**src/rtl/rafc_pkg.sv**
```systemverilog
`timescale 1ns / 1ps
`default_nettype none

package rafc_pkg;

  localparam int unsigned TICK_MS_DEFAULT        = 20;
  localparam int unsigned ARM_HOLD_MS_DEFAULT    = 1000;
  localparam int unsigned LINK_OFFSET_US_DEFAULT = 150;
  localparam int unsigned HYST_LIMIT_DEFAULT     = 10;

  localparam int APB_ADDR_W = 5;
  localparam int APB_DATA_W = 32;
  localparam int PULSE_W    = 12;
  localparam int LEVEL_W    = 16;
  localparam int COUNT_W    = 8;
  localparam int ELAPSED_W  = 17;

  localparam logic [ELAPSED_W-1:0]      ELAPSED_MAX   = '1;
  localparam logic signed [LEVEL_W-1:0] SWITCH_TH     = 16'sd10923;
  localparam logic signed [LEVEL_W:0]   STICK_TH      = 17'sd29492;
  localparam logic signed [LEVEL_W-1:0] THR_FAILSAFE  = 16'sh8000;

  // register indexes (word address)
  localparam logic [2:0] REG_PULSE_MAX   = 3'd0;
  localparam logic [2:0] REG_PULSE_MIN   = 3'd1;
  localparam logic [2:0] REG_ARMING_MODE = 3'd2;
  localparam logic [2:0] REG_TIMEOUT     = 3'd3;
  localparam logic [2:0] REG_POS1_MODE   = 3'd4;
  localparam logic [2:0] REG_POS2_MODE   = 3'd5;
  localparam logic [2:0] REG_POS3_MODE   = 3'd6;

  localparam logic [1:0] MODE_MANUAL     = 2'd0;
  localparam logic [1:0] MODE_STABILIZED = 2'd1;
  localparam logic [1:0] MODE_AUTO       = 2'd2;

  // arming mode codes
  localparam logic [1:0] ARM_ON_LOW_THROTTLE = 2'd0;
  localparam logic [1:0] ARM_STICK           = 2'd1;
  localparam logic [1:0] ARM_STICK_REVERSED  = 2'd2;

  typedef enum logic [2:0] {
    PH_DISARMED   = 3'd0,
    PH_ARMING     = 3'd1,
    PH_ARMED      = 3'd2,
    PH_DISARM_MAN = 3'd3,
    PH_DISARM_TMO = 3'd4
  } arm_phase_t;

  typedef struct packed {
    logic [PULSE_W-1:0] throttle_pulse_max;
    logic [PULSE_W-1:0] throttle_pulse_min;
    logic [1:0]         arming_mode;
    logic [15:0]        armed_timeout_ms;
    logic [1:0]         pos1_flight_mode;
    logic [1:0]         pos2_flight_mode;
    logic [1:0]         pos3_flight_mode;
  } cfg_t;

  typedef struct packed {
    logic                      link_connected;
    logic                      armed_flag;
    logic [1:0]                flight_mode;
    arm_phase_t                arm_phase;
    logic signed [LEVEL_W-1:0] throttle_out;
    logic                      link_warning;
  } result_t;

endpackage

`default_nettype wire

```
**src/rtl/rafc_cfg.sv**
```systemverilog
`timescale 1ns / 1ps
`default_nettype none

module rafc_cfg (
  input  wire logic                             clk,
  input  wire logic                             rst,
  input  wire logic                             psel,
  input  wire logic                             penable,
  input  wire logic                             pwrite,
  input  wire logic [rafc_pkg::APB_ADDR_W-1:0]  paddr,
  input  wire logic [rafc_pkg::APB_DATA_W-1:0]  pwdata,
  output logic      [rafc_pkg::APB_DATA_W-1:0]  prdata,
  output logic                                  pready,
  output rafc_pkg::cfg_t                        cfg
);

  logic [2:0] index;
  logic       wr_en;

  assign index  = paddr[rafc_pkg::APB_ADDR_W-1:2];
  assign pready = 1'b1;
  assign wr_en  = psel && penable && pwrite;

  always_ff @(posedge clk) begin
    if (rst) begin
      cfg.throttle_pulse_max <= 12'd2000;
      cfg.throttle_pulse_min <= 12'd1000;
      cfg.arming_mode        <= rafc_pkg::ARM_ON_LOW_THROTTLE;
      cfg.armed_timeout_ms   <= 16'd0;
      cfg.pos1_flight_mode   <= rafc_pkg::MODE_MANUAL;
      cfg.pos2_flight_mode   <= rafc_pkg::MODE_STABILIZED;
      cfg.pos3_flight_mode   <= rafc_pkg::MODE_AUTO;
    end else if (wr_en) begin
      unique case (index)
        rafc_pkg::REG_PULSE_MAX:   cfg.throttle_pulse_max <= pwdata[11:0];
        rafc_pkg::REG_PULSE_MIN:   cfg.throttle_pulse_min <= pwdata[11:0];
        rafc_pkg::REG_ARMING_MODE: cfg.arming_mode        <= pwdata[1:0];
        rafc_pkg::REG_TIMEOUT:     cfg.armed_timeout_ms   <= pwdata[15:0];
        rafc_pkg::REG_POS1_MODE:   cfg.pos1_flight_mode   <= pwdata[1:0];
        rafc_pkg::REG_POS2_MODE:   cfg.pos2_flight_mode   <= pwdata[1:0];
        rafc_pkg::REG_POS3_MODE:   cfg.pos3_flight_mode   <= pwdata[1:0];
        default: ;
      endcase
    end
  end

  always_comb begin
    unique case (index)
      rafc_pkg::REG_PULSE_MAX:   prdata = 32'(cfg.throttle_pulse_max);
      rafc_pkg::REG_PULSE_MIN:   prdata = 32'(cfg.throttle_pulse_min);
      rafc_pkg::REG_ARMING_MODE: prdata = 32'(cfg.arming_mode);
      rafc_pkg::REG_TIMEOUT:     prdata = 32'(cfg.armed_timeout_ms);
      rafc_pkg::REG_POS1_MODE:   prdata = 32'(cfg.pos1_flight_mode);
      rafc_pkg::REG_POS2_MODE:   prdata = 32'(cfg.pos2_flight_mode);
      rafc_pkg::REG_POS3_MODE:   prdata = 32'(cfg.pos3_flight_mode);
      default:                   prdata = '0;
    endcase
  end

endmodule

`default_nettype wire

```
**src/rtl/rafc_core.sv**
```systemverilog
`timescale 1ns / 1ps
`default_nettype none

module rafc_core #(
  parameter int unsigned TICK_MS        = rafc_pkg::TICK_MS_DEFAULT,
  parameter int unsigned ARM_HOLD_MS    = rafc_pkg::ARM_HOLD_MS_DEFAULT,
  parameter int unsigned LINK_OFFSET_US = rafc_pkg::LINK_OFFSET_US_DEFAULT,
  parameter int unsigned HYST_LIMIT     = rafc_pkg::HYST_LIMIT_DEFAULT
) (
  input  wire logic                                      clk,
  input  wire logic                                      rst,
  input  wire logic                                      step,
  input  wire rafc_pkg::cfg_t                            cfg,
  input  wire logic        [rafc_pkg::PULSE_W-1:0]       throttle_pulse,
  input  wire logic signed [rafc_pkg::LEVEL_W-1:0]       throttle_level,
  input  wire logic signed [rafc_pkg::LEVEL_W-1:0]       arm_stick_level,
  input  wire logic signed [rafc_pkg::LEVEL_W-1:0]       mode_switch_level,
  output rafc_pkg::result_t                              result
);

  localparam int PW = rafc_pkg::PULSE_W;
  localparam int LW = rafc_pkg::LEVEL_W;
  localparam int CW = rafc_pkg::COUNT_W;
  localparam int EW = rafc_pkg::ELAPSED_W;

  rafc_pkg::arm_phase_t phase, phase_next;
  logic                 link_state, link_next;
  logic [CW-1:0]        good_count, good_next;
  logic [CW-1:0]        lost_count, lost_next;
  logic [EW-1:0]        elapsed, elapsed_next;
  logic                 armed, armed_next;

  logic [EW:0]             elapsed_sum;
  logic [EW-1:0]           elapsed_tick;
  logic signed [PW:0]      max_lim;
  logic signed [PW:0]      min_lim;
  logic signed [PW:0]      pulse_s;
  logic                    tick_lost;
  logic signed [LW-1:0]    thr;
  logic signed [LW:0]      stick_ext;
  logic signed [LW:0]      lv;
  logic                    want_arm;
  logic                    want_disarm;
  logic [1:0]              mode_sel;
  logic [1:0]              mode;

  always_comb begin
    elapsed_sum  = {1'b0, elapsed} + (EW+1)'(TICK_MS);
    elapsed_tick = (elapsed_sum > {1'b0, rafc_pkg::ELAPSED_MAX}) ?
                   rafc_pkg::ELAPSED_MAX : elapsed_sum[EW-1:0];

    // switch decode
    if (mode_switch_level <= -rafc_pkg::SWITCH_TH) begin
      mode_sel = cfg.pos1_flight_mode;
    end else if (mode_switch_level >= rafc_pkg::SWITCH_TH) begin
      mode_sel = cfg.pos3_flight_mode;
    end else begin
      mode_sel = cfg.pos2_flight_mode;
    end
    mode = (mode_sel > rafc_pkg::MODE_AUTO) ? rafc_pkg::MODE_AUTO : mode_sel;

    // link hysteresis
    max_lim   = (PW+1)'(cfg.throttle_pulse_max) - (PW+1)'(LINK_OFFSET_US);
    min_lim   = (PW+1)'(cfg.throttle_pulse_min) - (PW+1)'(LINK_OFFSET_US);
    pulse_s   = $signed({1'b0, throttle_pulse});
    tick_lost = (pulse_s < max_lim) && (pulse_s < min_lim);

    link_next = link_state;
    good_next = good_count;
    lost_next = lost_count;
    if (tick_lost) begin
      if (lost_count > CW'(HYST_LIMIT)) begin
        link_next = 1'b0;
        good_next = '0;
        lost_next = '0;
      end else begin
        lost_next = lost_count + CW'(2);
      end
    end else begin
      if (good_count > CW'(HYST_LIMIT)) begin
        link_next = 1'b1;
        good_next = '0;
        lost_next = '0;
      end else begin
        good_next = good_count + CW'(2);
      end
    end

    thr = link_next ? throttle_level : rafc_pkg::THR_FAILSAFE;

    // stick requests, reversal without saturation
    stick_ext   = {arm_stick_level[LW-1], arm_stick_level};
    lv          = cfg.arming_mode[1] ? -stick_ext : stick_ext;
    want_arm    = link_next && (lv <= -rafc_pkg::STICK_TH);
    want_disarm = link_next && !(lv <= -rafc_pkg::STICK_TH) && (lv >= rafc_pkg::STICK_TH);

    phase_next   = phase;
    armed_next   = armed;
    elapsed_next = elapsed_tick;
    if (thr[LW-1]) begin
      if (cfg.arming_mode == rafc_pkg::ARM_ON_LOW_THROTTLE) begin
        armed_next = 1'b1;
      end else begin
        unique case (phase)
          rafc_pkg::PH_ARMING: begin
            if (!want_arm) begin
              phase_next = rafc_pkg::PH_DISARMED;
            end else if (elapsed_tick > EW'(ARM_HOLD_MS)) begin
              phase_next = rafc_pkg::PH_ARMED;
            end
          end
          rafc_pkg::PH_ARMED: begin
            elapsed_next = '0;
            phase_next   = rafc_pkg::PH_DISARM_TMO;
            armed_next   = 1'b1;
          end
          rafc_pkg::PH_DISARM_TMO: begin
            if (cfg.armed_timeout_ms != 16'd0 &&
                elapsed_tick > {1'b0, cfg.armed_timeout_ms}) begin
              phase_next = rafc_pkg::PH_DISARMED;
            end
            if (want_disarm) begin
              elapsed_next = '0;
              phase_next   = rafc_pkg::PH_DISARM_MAN;
            end
          end
          rafc_pkg::PH_DISARM_MAN: begin
            if (!want_disarm) begin
              phase_next = rafc_pkg::PH_ARMED;
            end else if (elapsed_tick > EW'(ARM_HOLD_MS)) begin
              phase_next = rafc_pkg::PH_DISARMED;
            end
          end
          default: begin
            phase_next = rafc_pkg::PH_DISARMED;
            armed_next = 1'b0;
            if (want_arm) begin
              elapsed_next = '0;
              phase_next   = rafc_pkg::PH_ARMING;
            end
          end
        endcase
      end
    end else begin
      if (phase == rafc_pkg::PH_DISARM_MAN || phase == rafc_pkg::PH_DISARM_TMO) begin
        phase_next = rafc_pkg::PH_ARMED;
      end else if (phase == rafc_pkg::PH_ARMING) begin
        phase_next = rafc_pkg::PH_DISARMED;
      end
    end

    result.link_connected = link_next;
    result.armed_flag     = armed_next;
    result.flight_mode    = mode;
    result.arm_phase      = phase_next;
    result.throttle_out   = thr;
    result.link_warning   = !link_next;
  end

  always_ff @(posedge clk) begin
    if (rst) begin
      phase      <= rafc_pkg::PH_DISARMED;
      link_state <= 1'b0;
      good_count <= '0;
      lost_count <= '0;
      elapsed    <= '0;
      armed      <= 1'b0;
    end else if (step) begin
      phase      <= phase_next;
      link_state <= link_next;
      good_count <= good_next;
      lost_count <= lost_next;
      elapsed    <= elapsed_next;
      armed      <= armed_next;
    end
  end

endmodule

`default_nettype wire

```
**src/rtl/rc_arming_failsafe_controller_unit.sv**
```systemverilog
`timescale 1ns / 1ps
`default_nettype none
// rc arming and failsafe controller
// input channel: one beat per control tick (raw throttle pulse plus throttle,
//   arming stick and mode switch levels in q1.15), in_valid / in_stall
// output channel: one beat per input beat (link state, armed flag, flight
//   mode, arm phase, failsafe throttle, link warning), out_valid / out_stall
// apb port: seven registers at byte addresses 0, 4, .. 24, pready always high;
//   the user writes them only while no beat is in flight (block does not enforce)
// path from input beat to output beat: input register, then the state update
//   and result register
// throughput: one beat per cycle while out_stall is low; the per-tick state
//   update is combinational logic between the input and result registers
// reset: clears link, counters, timer, arm phase and armed flag, loads the
//   register defaults and empties both stages
// receiver stall: the result register holds its beat; one more beat waits in
//   the input register, after which in_stall rises until out_stall drops

module rc_arming_failsafe_controller_unit #(
  parameter int unsigned TICK_MS        = rafc_pkg::TICK_MS_DEFAULT,
  parameter int unsigned ARM_HOLD_MS    = rafc_pkg::ARM_HOLD_MS_DEFAULT,
  parameter int unsigned LINK_OFFSET_US = rafc_pkg::LINK_OFFSET_US_DEFAULT,
  parameter int unsigned HYST_LIMIT     = rafc_pkg::HYST_LIMIT_DEFAULT
) (
  input  wire logic                                   clk,
  input  wire logic                                   rst,
  input  wire logic                                   in_valid,
  output logic                                        in_stall,
  input  wire logic        [rafc_pkg::PULSE_W-1:0]    throttle_pulse,
  input  wire logic signed [rafc_pkg::LEVEL_W-1:0]    throttle_level,
  input  wire logic signed [rafc_pkg::LEVEL_W-1:0]    arm_stick_level,
  input  wire logic signed [rafc_pkg::LEVEL_W-1:0]    mode_switch_level,
  output logic                                        out_valid,
  input  wire logic                                   out_stall,
  output logic                                        link_connected,
  output logic                                        armed_flag,
  output logic             [1:0]                      flight_mode,
  output logic             [2:0]                      arm_phase,
  output logic signed      [rafc_pkg::LEVEL_W-1:0]    throttle_out,
  output logic                                        link_warning,
  input  wire logic                                   psel,
  input  wire logic                                   penable,
  input  wire logic                                   pwrite,
  input  wire logic        [rafc_pkg::APB_ADDR_W-1:0] paddr,
  input  wire logic        [rafc_pkg::APB_DATA_W-1:0] pwdata,
  output logic             [rafc_pkg::APB_DATA_W-1:0] prdata,
  output logic                                        pready
);

  rafc_pkg::cfg_t    cfg;
  rafc_pkg::result_t result;
  rafc_pkg::result_t res_q;

  logic                                  s1_valid;
  logic        [rafc_pkg::PULSE_W-1:0]   s1_pulse;
  logic signed [rafc_pkg::LEVEL_W-1:0]   s1_throttle;
  logic signed [rafc_pkg::LEVEL_W-1:0]   s1_stick;
  logic signed [rafc_pkg::LEVEL_W-1:0]   s1_switch;
  logic                                  s1_go;
  logic                                  step;
  logic                                  in_take;

  assign s1_go    = !out_valid || !out_stall;
  assign step     = s1_valid && s1_go;
  assign in_stall = s1_valid && !s1_go;
  assign in_take  = in_valid && !in_stall;

  rafc_cfg u_cfg (
    .clk     (clk),
    .rst     (rst),
    .psel    (psel),
    .penable (penable),
    .pwrite  (pwrite),
    .paddr   (paddr),
    .pwdata  (pwdata),
    .prdata  (prdata),
    .pready  (pready),
    .cfg     (cfg)
  );

  rafc_core #(
    .TICK_MS        (TICK_MS),
    .ARM_HOLD_MS    (ARM_HOLD_MS),
    .LINK_OFFSET_US (LINK_OFFSET_US),
    .HYST_LIMIT     (HYST_LIMIT)
  ) u_core (
    .clk               (clk),
    .rst               (rst),
    .step              (step),
    .cfg               (cfg),
    .throttle_pulse    (s1_pulse),
    .throttle_level    (s1_throttle),
    .arm_stick_level   (s1_stick),
    .mode_switch_level (s1_switch),
    .result            (result)
  );

  // input register
  always_ff @(posedge clk) begin
    if (rst) begin
      s1_valid <= 1'b0;
    end else if (s1_go || !s1_valid) begin
      s1_valid <= in_valid;
    end
    if (in_take) begin
      s1_pulse    <= throttle_pulse;
      s1_throttle <= throttle_level;
      s1_stick    <= arm_stick_level;
      s1_switch   <= mode_switch_level;
    end
  end

  // result register
  always_ff @(posedge clk) begin
    if (rst) begin
      out_valid <= 1'b0;
    end else if (s1_go) begin
      out_valid <= s1_valid;
    end
    if (step) begin
      res_q <= result;
    end
  end

  assign link_connected = res_q.link_connected;
  assign armed_flag     = res_q.armed_flag;
  assign flight_mode    = res_q.flight_mode;
  assign arm_phase      = res_q.arm_phase;
  assign throttle_out   = res_q.throttle_out;
  assign link_warning   = res_q.link_warning;

endmodule

`default_nettype wire

```
**config.mk**
```make
export PLATFORM = sky130hd
export DESIGN_NAME = rc_arming_failsafe_controller_unit
export DESIGN_NICKNAME = d
export VERILOG_FILES = /design/src/rtl/rafc_pkg.sv /design/src/rtl/rafc_cfg.sv /design/src/rtl/rafc_core.sv /design/src/rtl/rc_arming_failsafe_controller_unit.sv
export SDC_FILE = /design/constraint.sdc
export NUM_CORES = 1
export LEC_CHECK = 0
export BUFFER_PORTS_ARGS = -buffer_cell sky130_fd_sc_hd__buf_4
export CAP_MARGIN = 20
export CORE_ASPECT_RATIO = 1.25
export CORE_MARGIN = 2
export CORE_UTILIZATION = 46
export CTS_CLUSTER_DIAMETER = 100
export DETAILED_ROUTE_END_ITERATION = 6
export PLACE_DENSITY = 0.72
export SLEW_MARGIN = 20
export SYNTH_ARGS = -nofsm -noshare
export SYNTH_HDL_FRONTEND = slang
export SYNTH_SLANG_ARGS = --single-unit
```
**constraint.sdc**
```tcl
create_clock -name clk -period 3.43 [get_ports clk]
set_input_delay 0.1715 -clock clk [delete_from_list [all_inputs] [get_ports clk]]
set_output_delay 0.1715 -clock clk [all_outputs]
set_load 0.05 [all_outputs]
```
==> flow_summary.yaml <==
timing:
  setup_viol: 16
  slew_headroom: 0.535
  whs_ns: 0.00980
  tns_ns: -1.12
  layout_setup_ws_ns: -0.0838
  fmax_mhz: 285
  hold_viol: 0
  tightestPinTransition_ns: 0.697
  finalCritPeriodShare: 1.02
  min_period_ns: 3.51
  skew_ns: 0.0171
  rsz0062_at_grt: "yes"
  drv_slew: 0
cts:
  clockBufferDepth: 2
  htreeDepth: 4
  clkTransAtPathRegs_ns: 0.07
  cts_tree: "built"
  root_buffer: "clkbuf_16"
  numClockSinks: 170
  insertion_delay_ns: 0.44
  cts_buffers: 17
power:
  p_per_area_mw_per_mm2: 392
  p_leak_nw: 4.89
  ir_worst_vdd_v: 0.000331
run_status:
  outcome: "finished with violations"
  violations: "setup timing"
route:
  drt_first_iter_violations: 544
  drc_errors: 0
  wirelength_mm: 24.5
  avgRoutedWirePerCell_microns: 16.1
  vias_per_cell: 5.52
  antenna_left: 0
  vias: 8387
  firstDrtPassIters: 5
worst_setup_path:
  arrival_ns: 3.84
  cp-start-kind: "flop"
  r2r_end: "u_core.elapsed[7]"
  end_kind: "flop"
  rrSetupSlack_ns: -0.08
  worstPathRequired_ns: 3.75
  worstReg2RegStart: "u_cfg.cfg[38]"
  path_max_fanout: 17
  setup.worst_path.class: "reg2reg"
  rr_worst_depth: 17
synthesis:
  synth_flop_cell: "dfxtp_1"
  yosysSeqAreaShare: 0.449
  synth_area_sq_mm: 0.00946
  syn_avg_cell_area_sq_um: 9.49
  ys_types: 85
  ys_seq_elements: 170
  yosys_warnings: 0
  netlist_instances: 996
  async_flop_share: 0
  synth_enable_flop_cells: 84
die:
  rows: 58
  start_util: 0.469
  die_h_microns: 164
  core_sq_mm: 0.0202
  die_w_microns: 132
  pin_count: 163
  die-area_sq_mm: 0.0217
placed_design:
  hpwl_mm: 17.2
  gp_congestion: 0.887
  port_buffers: 127
cells_and_area:
  diodes: 0
  mostFrequentLayoutCell: "buf_4"
  mostFrequentLayoutCells: "buf_4, nand2_1, nor2_1, edfxtp_1, dfxtp_1"
  nets: 1386
  layout-drive-gt1-share: 0.237
  areaGrowthSynthToFinish_pct: 33.3
global_routing:
  grt_pass1_vias: 8276
  grt.total_usage: 0.228
  antenna_found_initial: 0
  grt-ovfl-total: 0
  grt_max_degree: 65
  grt_pass1_wl_mm: 40.0
min_path:
  min_path_type: "in2reg"
  hold_depth: 3
  holdCritStartpoint: "pwdata[15]"
  hold_end: "u_cfg.cfg[21]"
run:
  cap_violations: 0
-- metrics by stage --
step	total power [mW]	instance area (sq um)	instances	util	setup slack [ns]
floorplan	2.66	9560	1011	-	0.00525
global placement	2.85	11000	1409	0.547	-0.230
detailed placement	2.86	11000	1409	0.547	-0.332
CTS	4.95	12500	1516	0.619	-0.0786
global route	5.12	12600	1519	0.625	-0.251
finish	4.94	12600	1519	0.625	-0.0838
-- power by group --
group / internal (mW) / switching (mW) / total [mW]
logic: 0.281 / 0.361 / 0.643
registers: 2.21 / 0.0567 / 2.26
clock network: 1.12 / 0.917 / 2.04
-- timing repair --
item,in CTS,in global routing
buffers inserted,1,3
resized for setup,26,22
pin swaps,7,4
hold buffers,74,0
hold endpoints to repair,86,0
endpoints found under the setup margin,41,26
-- routing by layer --
metal  GRT usage  up-vias  routed length [microns]
met3      0.0392       57                      904
met2       0.426      216                    12800
met5           0        -                        0
li1            -     4105                        -
met4      0.0846        0                      556
met1       0.262     4009                    10300
-- logic make-up (layout without fill, tap and decap cells) --
family	Yosys count	count (layout)	share of synthesized area
AOI/OAI and AO/OA	230	230	0.168
buffers and inverters	103	341	0.0524
other	2	17	0.000794
and+or+nand+nor	377	377	0.200
muxes	35	35	0.0380
xor gates and xnor gates	33	33	0.0306
DFF	170	170	0.449
adders and majority gates	46	46	0.0609
-- critical path, stage by stage (launching register included) --
cell     delay [ns]
dfxtp_2        0.33
a21o_1         0.19
and2_4         0.16
o31a_1         0.27
xor2_1         0.15
ha_1           0.31
nand4_1        0.15
nor2_2         0.15
a21oi_2        0.07
a31oi_1        0.19
buf_4          0.19
nor2_4         0.04
o22a_4         0.27
inv_4          0.09
nand2_1        0.07
a211o_1        0.33
buf_12         0.16
a32o_1         0.25
-- synth_stat cells (all sizes together), types with 17 or more instances --
master | n | area (sq um)
mux2i | 28 | 280
nor2b | 17 | 106
and2 | 24 | 150
a21oi | 71 | 355
xnor2 | 19 | 166
dfxtp | 86 | 1720
o21ai | 37 | 193
a32o | 17 | 170
nand2 | 107 | 402
nand4 | 18 | 113
buf | 34 | 236
inv | 33 | 124
clkbuf | 34 | 128
ha | 46 | 576
nor3 | 21 | 110
edfxtp | 84 | 2520
nand3 | 21 | 105
nor2 | 95 | 359
-- area by class of cell --
cell class	instances	area, sq um
clock buffer	17	425
clock inverter	15	193
fill	1675	7570
inverter	35	136
multi-input combinational	738	4960
sequential	170	4250
tap	270	338
timing repair buffer	274	2300
-- flip-flops by register name, summed over array words and instances, names as in the netlist, 2 cells and up --
name               count
u_core.elapsed        17
u_cfg.cfg             48
u_core.phase           3
flight_mode            2
throttle_out          16
arm_phase              3
s1_switch             16
u_core.good_count      7
s1_stick              16
s1_pulse              12
s1_throttle           16
u_core.lost_count      7
-- worst max-delay path by stage --
stage,start,endpoint,slack [ns],depth (start not counted)
after CTS,u_cfg.cfg[38],u_core.elapsed[7],-0.08,17
after global routing,u_cfg.cfg[38],arm_phase[0],-0.25,15
final,u_cfg.cfg[38],u_core.elapsed[7],-0.08,17
after global placement,u_cfg.cfg[37],arm_phase[1],-0.23,18
after floorplan,u_cfg.cfg[25],u_core.elapsed[12],0.005,18
after detailed placement,u_cfg.cfg[25],u_core.phase[2],-0.33,17
No activity file was read; power rests on OpenSTA's default activity.
